## src/hdl/ipv4_header_receive_check_core_macros.svh

```systemverilog
// Assertion helpers shared by the header check RTL.
`ifndef IPV4_HEADER_RECEIVE_CHECK_CORE_MACROS_SVH
`define IPV4_HEADER_RECEIVE_CHECK_CORE_MACROS_SVH

// Same-cycle implication, disabled during reset.
`define ASSERT_IMPL(label, clk, rst, ante, cons) \
   label: assert property (@(posedge clk) disable iff (rst) (ante) |-> (cons)) \
      else $error("assertion failed: same-cycle implication");

// Next-cycle implication, disabled during reset.
`define ASSERT_NEXT(label, clk, rst, ante, cons) \
   label: assert property (@(posedge clk) disable iff (rst) (ante) |=> (cons)) \
      else $error("assertion failed: next-cycle implication");

`endif

```

## src/hdl/ihrc_pkg.sv

```systemverilog
`timescale 1ns / 1ps

package ihrc_pkg;

   // Header geometry
   localparam logic [4:0] HDR_BYTES     = 5'd20;
   localparam logic [4:0] HDR_LAST_BYTE = 5'd19;
   localparam logic [4:0] TTL_BYTE      = 5'd8;
   localparam logic [4:0] ADDR_BYTE     = 5'd12;
   localparam logic [15:0] SUM_GOOD     = 16'hFFFF;

   // Protocol numbers
   localparam logic [7:0] PROTO_ICMP = 8'd1;
   localparam logic [7:0] PROTO_TCP  = 8'd6;
   localparam logic [7:0] PROTO_UDP  = 8'd17;

   // Control register indexes
   localparam logic [1:0] CSR_LOCAL_ADDRESS = 2'd0;
   localparam logic [1:0] CSR_UDP_ENABLE    = 2'd1;
   localparam logic [1:0] CSR_TCP_ENABLE    = 2'd2;

   typedef enum logic [2:0] {
      VERDICT_BAD_SUM   = 3'd0,
      VERDICT_NOT_LOCAL = 3'd1,
      VERDICT_ICMP      = 3'd2,
      VERDICT_UDP       = 3'd3,
      VERDICT_TCP       = 3'd4,
      VERDICT_UNHANDLED = 3'd5
   } verdict_type;

   typedef struct packed {
      logic [31:0] local_address;
      logic        udp_enable;
      logic        tcp_enable;
   } cfg_type;

   typedef struct packed {
      verdict_type verdict;
      logic [31:0] source_address;
      logic [7:0]  protocol_number;
      logic [3:0]  header_words;
      logic [15:0] total_length;
      logic [15:0] ident;
      logic [2:0]  frag_flags;
      logic [12:0] frag_offset;
      logic [7:0]  time_to_live;
      logic [7:0]  service_byte;
      logic [3:0]  ip_version;
   } rsp_type;

endpackage

```

## src/hdl/ihrc_channels.sv

```systemverilog
`timescale 1ns / 1ps

// Header byte stream channel
interface ihrc_req_if;
   logic       valid;
   logic       ready;
   logic [7:0] header_byte;
   logic       start_of_header;

   modport source (output valid, output header_byte, output start_of_header, input ready);
   modport sink (input valid, input header_byte, input start_of_header, output ready);
endinterface

// Verdict channel
interface ihrc_rsp_if;
   logic        valid;
   logic        ready;
   logic [2:0]  verdict;
   logic [31:0] source_address;
   logic [7:0]  protocol_number;
   logic [3:0]  header_words;
   logic [15:0] total_length;
   logic [15:0] ident;
   logic [2:0]  frag_flags;
   logic [12:0] frag_offset;
   logic [7:0]  time_to_live;
   logic [7:0]  service_byte;
   logic [3:0]  ip_version;

   modport source (output valid, output verdict, output source_address,
                   output protocol_number, output header_words, output total_length,
                   output ident, output frag_flags, output frag_offset,
                   output time_to_live, output service_byte, output ip_version,
                   input ready);
   modport sink (input valid, input verdict, input source_address,
                 input protocol_number, input header_words, input total_length,
                 input ident, input frag_flags, input frag_offset,
                 input time_to_live, input service_byte, input ip_version,
                 output ready);
endinterface

// Control register write channel
interface ihrc_csr_if;
   logic        valid;
   logic        ready;
   logic [1:0]  index;
   logic [31:0] data;

   modport source (output valid, output index, output data, input ready);
   modport sink (input valid, input index, input data, output ready);
endinterface

```

## src/hdl/ipv4_header_receive_check_core.sv

```systemverilog
`timescale 1ns / 1ps
`include "ipv4_header_receive_check_core_macros.svh"

// IPv4 header receive check. Takes one header byte per item (start_of_header marks byte 0),
// sums the 16-bit words of the first 20 bytes in ones' complement and captures the fields;
// after byte 19 it emits one verdict with the parsed fields (bytes past 19 give nothing until
// the next start mark). It accepts one byte every cycle; a byte waits in the input register
// only when it completes a header while the result register still holds a verdict that the
// sink has not taken. The last byte passes from the input register into the parse logic, which
// loads the verdict into the result register, and the verdict is presented from there. Control
// registers: index 0 local address, 1 UDP enable, 2 TCP enable; write them only while no header
// is in flight.
module ipv4_header_receive_check_core
   import ihrc_pkg::*;
(
   input  logic       clock,
   input  logic       reset,
   ihrc_req_if.sink   req_if,
   ihrc_rsp_if.source rsp_if,
   ihrc_csr_if.sink   csr_if
);

   logic       in_valid_ff, in_valid_in;
   logic [7:0] in_byte_ff, in_byte_in;
   logic       in_start_ff, in_start_in;
   cfg_type    cfg_ff, cfg_in;
   logic       advance;
   logic       rsp_free;
   logic       parse_last;
   logic       req_take;
   logic       csr_take;
   logic       parse_done;
   rsp_type    parse_result;

   // Input register: advance unless a finished header finds the result slot full
   always_comb begin
      advance      = in_valid_ff && (rsp_free || !parse_last);
      req_if.ready = !in_valid_ff || advance;
      req_take     = req_if.valid && req_if.ready;
      in_valid_in  = req_take ? 1'b1 : (advance ? 1'b0 : in_valid_ff);
      in_byte_in   = req_take ? req_if.header_byte : in_byte_ff;
      in_start_in  = req_take ? req_if.start_of_header : in_start_ff;
   end

   // Control register writes
   always_comb begin
      csr_if.ready = 1'b1;
      csr_take     = csr_if.valid;
      cfg_in       = cfg_ff;
      if (csr_take) begin
         case (csr_if.index)
            CSR_LOCAL_ADDRESS: cfg_in.local_address = csr_if.data;
            CSR_UDP_ENABLE:    cfg_in.udp_enable    = csr_if.data[0];
            CSR_TCP_ENABLE:    cfg_in.tcp_enable    = csr_if.data[0];
            default:           cfg_in               = cfg_ff;
         endcase
      end
   end

   always_ff @(posedge clock) begin
      if (reset) begin
         in_valid_ff <= 1'b0;
         cfg_ff      <= '0;
      end else begin
         in_valid_ff <= in_valid_in;
         cfg_ff      <= cfg_in;
      end
   end

   always_ff @(posedge clock) begin
      in_byte_ff  <= in_byte_in;
      in_start_ff <= in_start_in;
   end

   ihrc_parse u_parse (
      .clock      (clock),
      .reset      (reset),
      .step_valid (advance),
      .step_byte  (in_byte_ff),
      .step_start (in_start_ff),
      .cfg        (cfg_ff),
      .last_byte  (parse_last),
      .done       (parse_done),
      .result     (parse_result)
   );

   ihrc_rsp_reg u_rsp_reg (
      .clock     (clock),
      .reset     (reset),
      .load      (parse_done),
      .load_data (parse_result),
      .free      (rsp_free),
      .rsp_if    (rsp_if)
   );

   `ASSERT_IMPL(a_load_when_free, clock, reset, parse_done, rsp_free && in_valid_ff)
   `ASSERT_NEXT(a_input_held, clock, reset, in_valid_ff && !advance, in_valid_ff && $stable(in_byte_ff) && $stable(in_start_ff))
   `ASSERT_NEXT(a_local_written, clock, reset, csr_if.valid && (csr_if.index == CSR_LOCAL_ADDRESS), cfg_ff.local_address == $past(csr_if.data))

endmodule

```

## src/hdl/ihrc_parse.sv

```systemverilog
`timescale 1ns / 1ps
`include "ipv4_header_receive_check_core_macros.svh"

module ihrc_parse
   import ihrc_pkg::*;
(
   input  logic       clock,
   input  logic       reset,
   input  logic       step_valid,
   input  logic [7:0] step_byte,
   input  logic       step_start,
   input  cfg_type    cfg,
   output logic       last_byte,
   output logic       done,
   output rsp_type    result
);

   logic [4:0]  byte_count_ff, byte_count_in;
   logic [15:0] sum_ff, sum_in;
   logic [7:0]  high_byte_ff, high_byte_in;
   logic [63:0] field_ff, field_in;
   logic [15:0] ttl_proto_ff, ttl_proto_in;
   logic [63:0] address_ff, address_in;

   logic [4:0]  count_eff;
   logic [15:0] sum_eff;
   logic        active;
   logic [16:0] sum_added;
   logic [15:0] sum_fold;
   logic [31:0] dst_address;
   logic [7:0]  proto;
   verdict_type verdict;

   // Restart count and sum on a start mark, then fold in the current byte
   always_comb begin
      count_eff    = step_start ? '0 : byte_count_ff;
      sum_eff      = step_start ? '0 : sum_ff;
      active       = step_valid && (count_eff < HDR_BYTES);
      sum_added    = {1'b0, sum_eff} + {1'b0, high_byte_ff, step_byte};
      sum_fold     = sum_added[16] ? (sum_added[15:0] + 16'd1) : sum_added[15:0];

      byte_count_in = byte_count_ff;
      sum_in        = sum_ff;
      high_byte_in  = high_byte_ff;
      field_in      = field_ff;
      ttl_proto_in  = ttl_proto_ff;
      address_in    = address_ff;
      if (active) begin
         byte_count_in = count_eff + 5'd1;
         sum_in        = sum_eff;
         if (!count_eff[0]) begin
            high_byte_in = step_byte;
         end else begin
            sum_in = sum_fold;
         end
         if (count_eff < TTL_BYTE) begin
            field_in = {field_ff[55:0], step_byte};
         end else if (count_eff < (TTL_BYTE + 5'd2)) begin
            ttl_proto_in = {ttl_proto_ff[7:0], step_byte};
         end else if (count_eff >= ADDR_BYTE) begin
            address_in = {address_ff[55:0], step_byte};
         end
      end
   end

   // Build the verdict on the last header byte
   always_comb begin
      last_byte   = (count_eff == HDR_LAST_BYTE);
      done        = active && last_byte;
      dst_address = {address_ff[23:0], step_byte};
      proto       = ttl_proto_ff[7:0];
      if (sum_fold != SUM_GOOD) begin
         verdict = VERDICT_BAD_SUM;
      end else if (dst_address != cfg.local_address) begin
         verdict = VERDICT_NOT_LOCAL;
      end else if (proto == PROTO_ICMP) begin
         verdict = VERDICT_ICMP;
      end else if ((proto == PROTO_UDP) && cfg.udp_enable) begin
         verdict = VERDICT_UDP;
      end else if ((proto == PROTO_TCP) && cfg.tcp_enable) begin
         verdict = VERDICT_TCP;
      end else begin
         verdict = VERDICT_UNHANDLED;
      end

      result.verdict         = verdict;
      result.source_address  = address_ff[55:24];
      result.protocol_number = proto;
      result.header_words    = field_ff[59:56];
      result.total_length    = field_ff[47:32];
      result.ident           = field_ff[31:16];
      result.frag_flags      = field_ff[15:13];
      result.frag_offset     = field_ff[12:0];
      result.time_to_live    = ttl_proto_ff[15:8];
      result.service_byte    = field_ff[55:48];
      result.ip_version      = field_ff[63:60];
   end

   // Hold control state under reset
   always_ff @(posedge clock) begin
      if (reset) begin
         byte_count_ff <= '0;
         sum_ff        <= '0;
      end else begin
         byte_count_ff <= byte_count_in;
         sum_ff        <= sum_in;
      end
   end

   // Capture header fields
   always_ff @(posedge clock) begin
      high_byte_ff <= high_byte_in;
      field_ff     <= field_in;
      ttl_proto_ff <= ttl_proto_in;
      address_ff   <= address_in;
   end

   `ASSERT_IMPL(a_count_bound, clock, reset, 1'b1, byte_count_ff <= HDR_BYTES)
   `ASSERT_NEXT(a_done_count, clock, reset, done, byte_count_ff == HDR_BYTES)
   `ASSERT_NEXT(a_tail_ignored, clock, reset, step_valid && !step_start && (byte_count_ff == HDR_BYTES), $stable(sum_ff) && (byte_count_ff == HDR_BYTES))

endmodule

```

## src/hdl/ihrc_rsp_reg.sv

```systemverilog
`timescale 1ns / 1ps

module ihrc_rsp_reg
   import ihrc_pkg::*;
(
   input  logic    clock,
   input  logic    reset,
   input  logic    load,
   input  rsp_type load_data,
   output logic    free,
   ihrc_rsp_if.source rsp_if
);

   logic    valid_ff, valid_in;
   rsp_type data_ff, data_in;

   // Slot frees when empty or when the sink takes the item this cycle
   always_comb begin
      free     = !valid_ff || rsp_if.ready;
      valid_in = load ? 1'b1 : (free ? 1'b0 : valid_ff);
      data_in  = load ? load_data : data_ff;
   end

   always_ff @(posedge clock) begin
      if (reset) begin
         valid_ff <= 1'b0;
      end else begin
         valid_ff <= valid_in;
      end
   end

   always_ff @(posedge clock) begin
      data_ff <= data_in;
   end

   // Drive the result channel
   assign rsp_if.valid           = valid_ff;
   assign rsp_if.verdict         = data_ff.verdict;
   assign rsp_if.source_address  = data_ff.source_address;
   assign rsp_if.protocol_number = data_ff.protocol_number;
   assign rsp_if.header_words    = data_ff.header_words;
   assign rsp_if.total_length    = data_ff.total_length;
   assign rsp_if.ident           = data_ff.ident;
   assign rsp_if.frag_flags      = data_ff.frag_flags;
   assign rsp_if.frag_offset     = data_ff.frag_offset;
   assign rsp_if.time_to_live    = data_ff.time_to_live;
   assign rsp_if.service_byte    = data_ff.service_byte;
   assign rsp_if.ip_version      = data_ff.ip_version;

endmodule
```

## src/flat_wrapper.sv

```systemverilog
// flat-port wrapper written by rule: the top's interface ports become plain ports
module ipv4_header_receive_check_core_flat import ihrc_pkg::*;
  (clock, reset, req_if_valid, req_if_header_byte, req_if_start_of_header, req_if_ready, rsp_if_valid, rsp_if_verdict, rsp_if_source_address, rsp_if_protocol_number, rsp_if_header_words, rsp_if_total_length, rsp_if_ident, rsp_if_frag_flags, rsp_if_frag_offset, rsp_if_time_to_live, rsp_if_service_byte, rsp_if_ip_version, rsp_if_ready, csr_if_valid, csr_if_index, csr_if_data, csr_if_ready);
  ihrc_req_if req_if_i ();
  ihrc_rsp_if rsp_if_i ();
  ihrc_csr_if csr_if_i ();
  input  logic clock;
  input  logic reset;
  input wire logic [$bits(req_if_i.valid)-1:0] req_if_valid;
  input wire logic [$bits(req_if_i.header_byte)-1:0] req_if_header_byte;
  input wire logic [$bits(req_if_i.start_of_header)-1:0] req_if_start_of_header;
  output wire logic [$bits(req_if_i.ready)-1:0] req_if_ready;
  output wire logic [$bits(rsp_if_i.valid)-1:0] rsp_if_valid;
  output wire logic [$bits(rsp_if_i.verdict)-1:0] rsp_if_verdict;
  output wire logic [$bits(rsp_if_i.source_address)-1:0] rsp_if_source_address;
  output wire logic [$bits(rsp_if_i.protocol_number)-1:0] rsp_if_protocol_number;
  output wire logic [$bits(rsp_if_i.header_words)-1:0] rsp_if_header_words;
  output wire logic [$bits(rsp_if_i.total_length)-1:0] rsp_if_total_length;
  output wire logic [$bits(rsp_if_i.ident)-1:0] rsp_if_ident;
  output wire logic [$bits(rsp_if_i.frag_flags)-1:0] rsp_if_frag_flags;
  output wire logic [$bits(rsp_if_i.frag_offset)-1:0] rsp_if_frag_offset;
  output wire logic [$bits(rsp_if_i.time_to_live)-1:0] rsp_if_time_to_live;
  output wire logic [$bits(rsp_if_i.service_byte)-1:0] rsp_if_service_byte;
  output wire logic [$bits(rsp_if_i.ip_version)-1:0] rsp_if_ip_version;
  input wire logic [$bits(rsp_if_i.ready)-1:0] rsp_if_ready;
  input wire logic [$bits(csr_if_i.valid)-1:0] csr_if_valid;
  input wire logic [$bits(csr_if_i.index)-1:0] csr_if_index;
  input wire logic [$bits(csr_if_i.data)-1:0] csr_if_data;
  output wire logic [$bits(csr_if_i.ready)-1:0] csr_if_ready;
  assign req_if_i.valid = req_if_valid;
  assign req_if_i.header_byte = req_if_header_byte;
  assign req_if_i.start_of_header = req_if_start_of_header;
  assign req_if_ready = req_if_i.ready;
  assign rsp_if_valid = rsp_if_i.valid;
  assign rsp_if_verdict = rsp_if_i.verdict;
  assign rsp_if_source_address = rsp_if_i.source_address;
  assign rsp_if_protocol_number = rsp_if_i.protocol_number;
  assign rsp_if_header_words = rsp_if_i.header_words;
  assign rsp_if_total_length = rsp_if_i.total_length;
  assign rsp_if_ident = rsp_if_i.ident;
  assign rsp_if_frag_flags = rsp_if_i.frag_flags;
  assign rsp_if_frag_offset = rsp_if_i.frag_offset;
  assign rsp_if_time_to_live = rsp_if_i.time_to_live;
  assign rsp_if_service_byte = rsp_if_i.service_byte;
  assign rsp_if_ip_version = rsp_if_i.ip_version;
  assign rsp_if_i.ready = rsp_if_ready;
  assign csr_if_i.valid = csr_if_valid;
  assign csr_if_i.index = csr_if_index;
  assign csr_if_i.data = csr_if_data;
  assign csr_if_ready = csr_if_i.ready;
  ipv4_header_receive_check_core u_core (.clock(clock), .reset(reset), .req_if(req_if_i), .rsp_if(rsp_if_i), .csr_if(csr_if_i));
endmodule
```

## config.mk

```make
export PLATFORM = sky130hd
export DESIGN_NAME = ipv4_header_receive_check_core_flat
export DESIGN_NICKNAME = d
export VERILOG_FILES = /design/src/hdl/ihrc_pkg.sv /design/src/hdl/ihrc_channels.sv /design/src/hdl/ipv4_header_receive_check_core.sv /design/src/hdl/ihrc_parse.sv /design/src/hdl/ihrc_rsp_reg.sv /design/src/flat_wrapper.sv
export VERILOG_INCLUDE_DIRS = /design/src /design/src/hdl
export SDC_FILE = /design/constraint.sdc
export NUM_CORES = 1
export LEC_CHECK = 0
export BUFFER_PORTS_ARGS = -buffer_cell sky130_fd_sc_hd__buf_2
export CAP_MARGIN = 30
export CORE_ASPECT_RATIO = 1.4
export CORE_UTILIZATION = 60
export CTS_CLUSTER_DIAMETER = 60
export DETAILED_ROUTE_END_ITERATION = 10
export GPL_TIMING_DRIVEN = 0
export PLACE_DENSITY = 0.94
export SYNTH_ARGS = -nofsm -noshare
export SYNTH_HDL_FRONTEND = slang
export SYNTH_SLANG_ARGS = --single-unit
```

## constraint.sdc

```tcl
create_clock -name clock -period 15.6 [get_ports clock]
set_input_delay 1.56 -clock clock [delete_from_list [all_inputs] [get_ports clock]]
set_output_delay 1.56 -clock clock [all_outputs]
set_load 0.005 [all_outputs]
```

# Yosys cells after proc, flatten, opt, wreduce, memory -nomap -nowiden
# Index checks and enable logic that the tools add are counted.
[totals]
ff_bits = 325
inputBits = 48
output_inout_bits = 118
[op_classes]
addsub = 3
n_lt_le_gt_ge = 4
n_eq_ne = 8
n_mux = 12
n_bitwise = 3
n_reduce_logical = 24
[op_table]
columns = ["operator", "n"]
rows = [
  ["16-bit two-way mux", 3],
  ["32-bit != test", 1],
  ["16-bit by 16-bit adder with 17-bit output", 1],
  ["16-bit by 1-bit adder with 16-bit output (second input constant)", 1],
  ["16-bit != test (second input constant)", 1],
  ["5-bit by 4-bit < comparator with 1-bit output (second input constant)", 2],
  ["2-bit AND reduction", 5],
  ["8-bit by 1-bit == test with 1-bit output (second input constant)", 1],
  ["8-bit by 3-bit == test with 1-bit output (second input constant)", 1],
  ["8-bit by 5-bit == test with 1-bit output (second input constant)", 1],
  ["1-bit logical AND", 6],
  ["1-bit two-way mux", 6],
  ["5-bit by 1-bit adder with 5-bit output (second input constant)", 1],
  ["5-bit == test (second input constant)", 1],
  ["5-bit by 4-bit >= comparator with 1-bit output (second input constant)", 1],
  ["5-bit < comparator (second input constant)", 1],
  ["5-bit two-way mux", 1],
  ["2-bit two-way mux", 2],
  ["4-bit AND reduction", 1],
  ["2-bit nonzero test", 2],
  ["4-bit OR reduction", 1],
  ["1-bit zero test", 3],
  ["1-bit logical OR", 3],
  ["1-bit NOT", 3],
  ["other kinds (5)", 5],
]

# Logic depth before layout (Yosys ltp)
[depth]
word_depth = 8
depth_mapped = 13
depth_no_buf = 11

# Hierarchy
# A second synthesis with hierarchy kept.
[unflattened]
cells_unflattened = 832
area_unflattened_um2 = 12843.6
[modules_own_cells]
columns = ["mod", "n_inst", "cells_each", "area_each_um2", "seq_area_each_um2"]
rows = [
  ["ihrc_parse", 1, 547, 7448.4, 4744.6],
  ["ihrc_rsp_reg", 1, 119, 3499.6, 3473.3],
  ["ipv4_header_receive_check_core", 1, 166, 1895.6, 970.9],
]

# Worst setup path before layout
# Ideal clock, no wire load.
[synth_timing]
kind = "input to register"
start = "input rsp_if_ready"
end = "register u_core.u_parse.address_ff[0] (enable)"
t_arrival_ns = 5.694
setup_slack_ns = 9.367
cell_stages = 3
path_cell_list = "nand2b_1 o21ai_0 nor3_1"
[synth_via]
elab_chain_cells = 5
[synth_rtl]
columns = ["element", "line_no", "text"]
rows = [
  ["start, declared", "flat_wrapper.sv:25", "input wire logic [$bits(rsp_if_i.ready)-1:0] rsp_if_ready;"],
  ["1-bit logical OR", "ihrc_rsp_reg.sv:19", "free = !valid_ff || rsp_if.ready;"],
  ["1-bit logical OR", "ipv4_header_receive_check_core.sv:37", "advance = in_valid_ff && (rsp_free || !parse_last);"],
  ["1-bit logical AND", "ipv4_header_receive_check_core.sv:37", ""],
  ["1-bit logical AND", "ihrc_parse.sv:38", "active = step_valid && (count_eff < HDR_BYTES);"],
  ["4-bit AND reduction (no source line)", "n/a", ""],
  ["end signal, assigned", "ihrc_parse.sv:115", "address_ff <= address_in;"],
  ["end, declared", "ihrc_parse.sv:23", "logic [63:0] address_ff, address_in;"],
]
# No other way between the ends.
# A chain may end at the register's enable or synchronous reset.

# Worst setup path in the final report
[layout_timing]
start = "register u_core.in_start_ff"
end = "register u_core.u_rsp_reg.data_ff (netlist bit u_core.u_rsp_reg.rsp_if.verdict[1]), data pin"
[layout_via]
elab_chain_cells = 6
[layout_rtl]
columns = ["element", "line_no", "text"]
rows = [
  ["start, declared", "ipv4_header_receive_check_core.sv:25", "logic in_start_ff, in_start_in;"],
  ["start signal, assigned", "ipv4_header_receive_check_core.sv:72", "in_start_ff <= in_start_in;"],
  ["16-bit two-way mux (*)", "ihrc_parse.sv:37", "sum_eff = step_start ? '0 : sum_ff;"],
  ["16-bit by 16-bit adder with 17-bit output (*)", "ihrc_parse.sv:39", "sum_added = {1'b0, sum_eff} + {1'b0, high_byte_ff, step_byte};"],
  ["16-bit by 1-bit adder with 16-bit output", "ihrc_parse.sv:40", "sum_fold = sum_added[16] ? (sum_added[15:0] + 16'd1) : sum_added[15:0];"],
  ["16-bit two-way mux (*)", "ihrc_parse.sv:40", ""],
  ["16-bit != test (*)", "ihrc_parse.sv:72", "if (sum_fold != SUM_GOOD) begin"],
  ["2-bit OR reduction (no source line) (*)", "n/a", ""],
  ["end signal, assigned", "ihrc_rsp_reg.sv:33", "data_ff <= data_in;"],
  ["end, declared", "ihrc_rsp_reg.sv:15", "rsp_type data_ff, data_in;"],
]
# Mark *: on every way between the ends. The rest lies on a longest branch, timed or not.

==> summary.txt <==
Power
  • Max VDD drop: 0.0000877 V
  • Comb power frac: under 10%
  • Switch Pwr: 0.361 mW
  • Switching share of total power: 21.0%
  • Leakage: between 5 and 6 nW
  • Flop pwr share: 56.0%
  • Power per standard cell area: 120 nW/um^2
  • Clock share of power: 39.4%
  • Int Power: roughly 1.4 mW

Worst setup path
  • Critical Path RT: 15,850 ps
  • Critical path class: register to register
  • CP Capture Type: register
  • Worst-path fanout max: 10
  • Crit path launch type: register
  • Worst path arrival time: 5620 ps

Yosys
  • #FFs+latches synth: 325
  • Post-synth top cells: 268 x edfxtp_1, 89 x nand2_1, 57 x dfxtp_1
  • Top cell type's share of synthesized area: 66.1%
  • Mapped Nets: 874
  • Post-synthesis sequential area ratio: 75.5%
  • Most numerous cell in the Yosys netlist: edfxtp_1
  • Asr flop ratio synth: 0%
  • Syn Std Cell Area: 12,200 um^2
  • Dominant synthesized flop cell: edfxtp_1
  • Unique masters post-synth: 73
  • Area leader, netlist: edfxtp_1
  • Synth area leaders: edfxtp_1 66%, dfxtp_1 9.4%, nand2_1 2.7%, xor2_1 2.7%, a21oi_1 2.3%
  • Syn Inst Count: 807
  • Syn_area_per_cell: 15.1 um^2
  • Yosys warns: 0
  • EDFF count, synth: 268

Die
  • DIE AREA: 20,900 um^2
  • Core area: 19,800 um^2
  • Die width: 122 um
  • Ports: 166
  • Initial Util: between 60% and 70%
  • Rows: 61
  • Chip Height: 171 um

Job
  • Max-cap viol count: 0

Timing
  • Clk_skew: between 30 and 40 ps
  • Hold Vio Cnt, Final: 0
  • WHS: 417 ps
  • Slew Limit Fails: 0
  • Achievable frequency: 0.186 GHz
  • Max-Slew Margin vs Limit: a little under half
  • Fin crit share: between 30% and 40%
  • Worst slew pin tran: 789 ps
  • Final setup violation count: 0
  • Time the worst path needs with I/O delays and setup: 5360 ps
  • Setup Total Neg Slack: 0 ps
  • RSZ-0062 raised after global routing: no

GRT
  • Number of global-route vias before repair: 7,546
  • Largest net degree at the start of global routing: 69
  • Grt ovf: 0
  • First-pass GRT wire length: 40,000 um
  • Initial antenna violation count: 2
  • Overall Global Routing Usage: 25.5%

Hold path
  • Worst Hold Class: register to register

Clock tree
  • Reg clk slew, reported paths: 70 ps
  • Deepest clock path buffer count: 3
  • CTS sink cnt: approximately 330
  • Worst skew pair latency: 560 ps
  • # Post-CTS Setup Buffers: 0
  • CTS Buf Count: 27
  • CTS resizes: 0
  • CTS tree: done
  • Clk root buf: clkbuf_16
  • H-tree lvl count: 1
  • Hold_buf cts: 0

Final layout
  • Area growth from synthesis to layout: 18.1%
  • Share of layout cells above drive strength 1: 23.7%
  • Final cell count without fillers: 1,285
  • Nets@finish: about 1.1k

Route
  • DRT Pass-1 Iters: 5
  • Routed wire length: around 26,000 um
  • Post-route ant nets: 0
  • Routed vias: 7,595
  • Number of remaining DRC errors: 0
  • Via/cell ratio: between 5 and 6
  • First DRT Iteration DRCs: 811
  • Post-DR wirelength/cell: between 20 and 25 um

Place
  • # port buffers: 164
  • RePlAce Congestion: 0.904
  • Final HPWL DP: about 18,000 um
  • DP Cell Count: 1,232

Status
  • Status: completed
==> layout make-up <==
class                      count  area (um^2)
timing repair buffer         174          965
clock inverter                17          174
tap                          252          315
inverter                      12         47.5
sequential                   325         9190
fill                        1168         5470
multi-input combinational    440         2830
antenna                        2         5.00
buffer                        30          131
clock buffer                  33          718
==> metal layers <==
layer | track usage, % | part of all wire (%) | routed length [um] | up-vias
li1 | - | - | - | 3448
met1 | 30.2 | 37 | 9650 | 3620
met2 | 44.9 | 51 | 13300 | 430
met3 | 3.50 | 7.1 | 1850 | 95
met4 | 13.3 | 5.2 | 1350 | 2
met5 | 0 | 0.053 | 14 | -
==> power groups by stage <==
stage / sequential, mW / clock [mW] / combinational [mW]
after floorplan: 0.975 / 0 / 0.0522
after global placement: 0.981 / 0 / 0.0710
after detailed placement: 0.981 / 0 / 0.0760
after CTS: 0.963 / 0.681 / 0.0774
after global routing: 0.963 / 0.714 / 0.0860
final: 0.963 / 0.678 / 0.0786
==> placed cells by master (no fill, tap or decap), types with 18 or more instances in the layout <==
master / synthesis / layout
xor2_1: 38 / 38
clkbuf_16: 0 / 27
nor2b_1: 20 / 20
o21ai_0: 20 / 20
dfxtp_1: 57 / 57
nor4_1: 18 / 18
clkbuf_1: 25 / 29
nor2_1: 34 / 34
edfxtp_1: 268 / 268
buf_2: 0 / 164
ha_1: 18 / 18
a21oi_1: 55 / 54
nand2_1: 89 / 89
==> flip-flops by register name, summed over array words and instances, names as in the netlist, 16 cells and up <==
signal,flops
u_core.u_rsp_reg.rsp_if.ident,16
u_core.u_rsp_reg.rsp_if.total_length,16
u_core.cfg_ff,34
u_core.u_parse.field_ff,64
u_core.u_parse.ttl_proto_ff,16
u_core.u_parse.address_ff,56
u_core.u_parse.sum_ff,16
u_core.u_rsp_reg.rsp_if.source_address,32
==> worst paths after layout <==
check | from | endpoint | slack, ps | cells after the start
worst max register to register | u_core.in_start_ff$_DFFE_PP_ | u_core.u_rsp_reg.rsp_if.verdict[1]$_SDFFCE_PP0P_ | 10240 | 13
worst max-delay path | u_core.in_start_ff$_DFFE_PP_ | u_core.u_rsp_reg.rsp_if.verdict[1]$_SDFFCE_PP0P_ | 10240 | 13
worst min-delay path | u_core.u_parse.ttl_proto_ff[10]$_DFFE_PP_ | u_core.u_rsp_reg.rsp_if.time_to_live[2]$_DFFE_PP_ | 420 | 0
worst min register to register | u_core.u_parse.ttl_proto_ff[10]$_DFFE_PP_ | u_core.u_rsp_reg.rsp_if.time_to_live[2]$_DFFE_PP_ | 420 | 0
==> critical path, cell delays in order (launching register included) <==
cell and delay, ps:
edfxtp_1 490, clkbuf_1 490, nor2b_1 110, ha_1 260, fa_1 470, a211oi_2 340, nor2_1 160, or4_4 580
or3_2 510, or3_1 350, clkbuf_1 170, nor4_2 310, xor2_1 200, nor4_1 600
==> cell families after synthesis <==
kind of cell	count (synthesis)	share of synthesized area (%)
flip-flops	325	75.5
AND/OR/NAND/NOR	234	9.90
AO/OA/AOI/OAI	135	7.39
XOR/XNOR	46	3.31
buffers and inverters	42	1.45
adder cells (fa/ha/maj)	19	2.01
multiplexers	5	0.421
other	1	0.0308
==> per-stage QoR <==
stage / cell area [um^2] / utilization [%] / power (mW) / setup slack, ps
floorplan: 12200 / - / 1.03 / 9370
global placement: 13300 / 67.1 / 1.05 / 7530
detailed placement: 13500 / 67.9 / 1.06 / 10320
CTS: 14400 / 72.4 / 1.72 / 10280
global route: 14400 / 72.4 / 1.76 / 10040
finish: 14400 / 72.4 / 1.72 / 10240
Power figures use the tool's default switching activity.
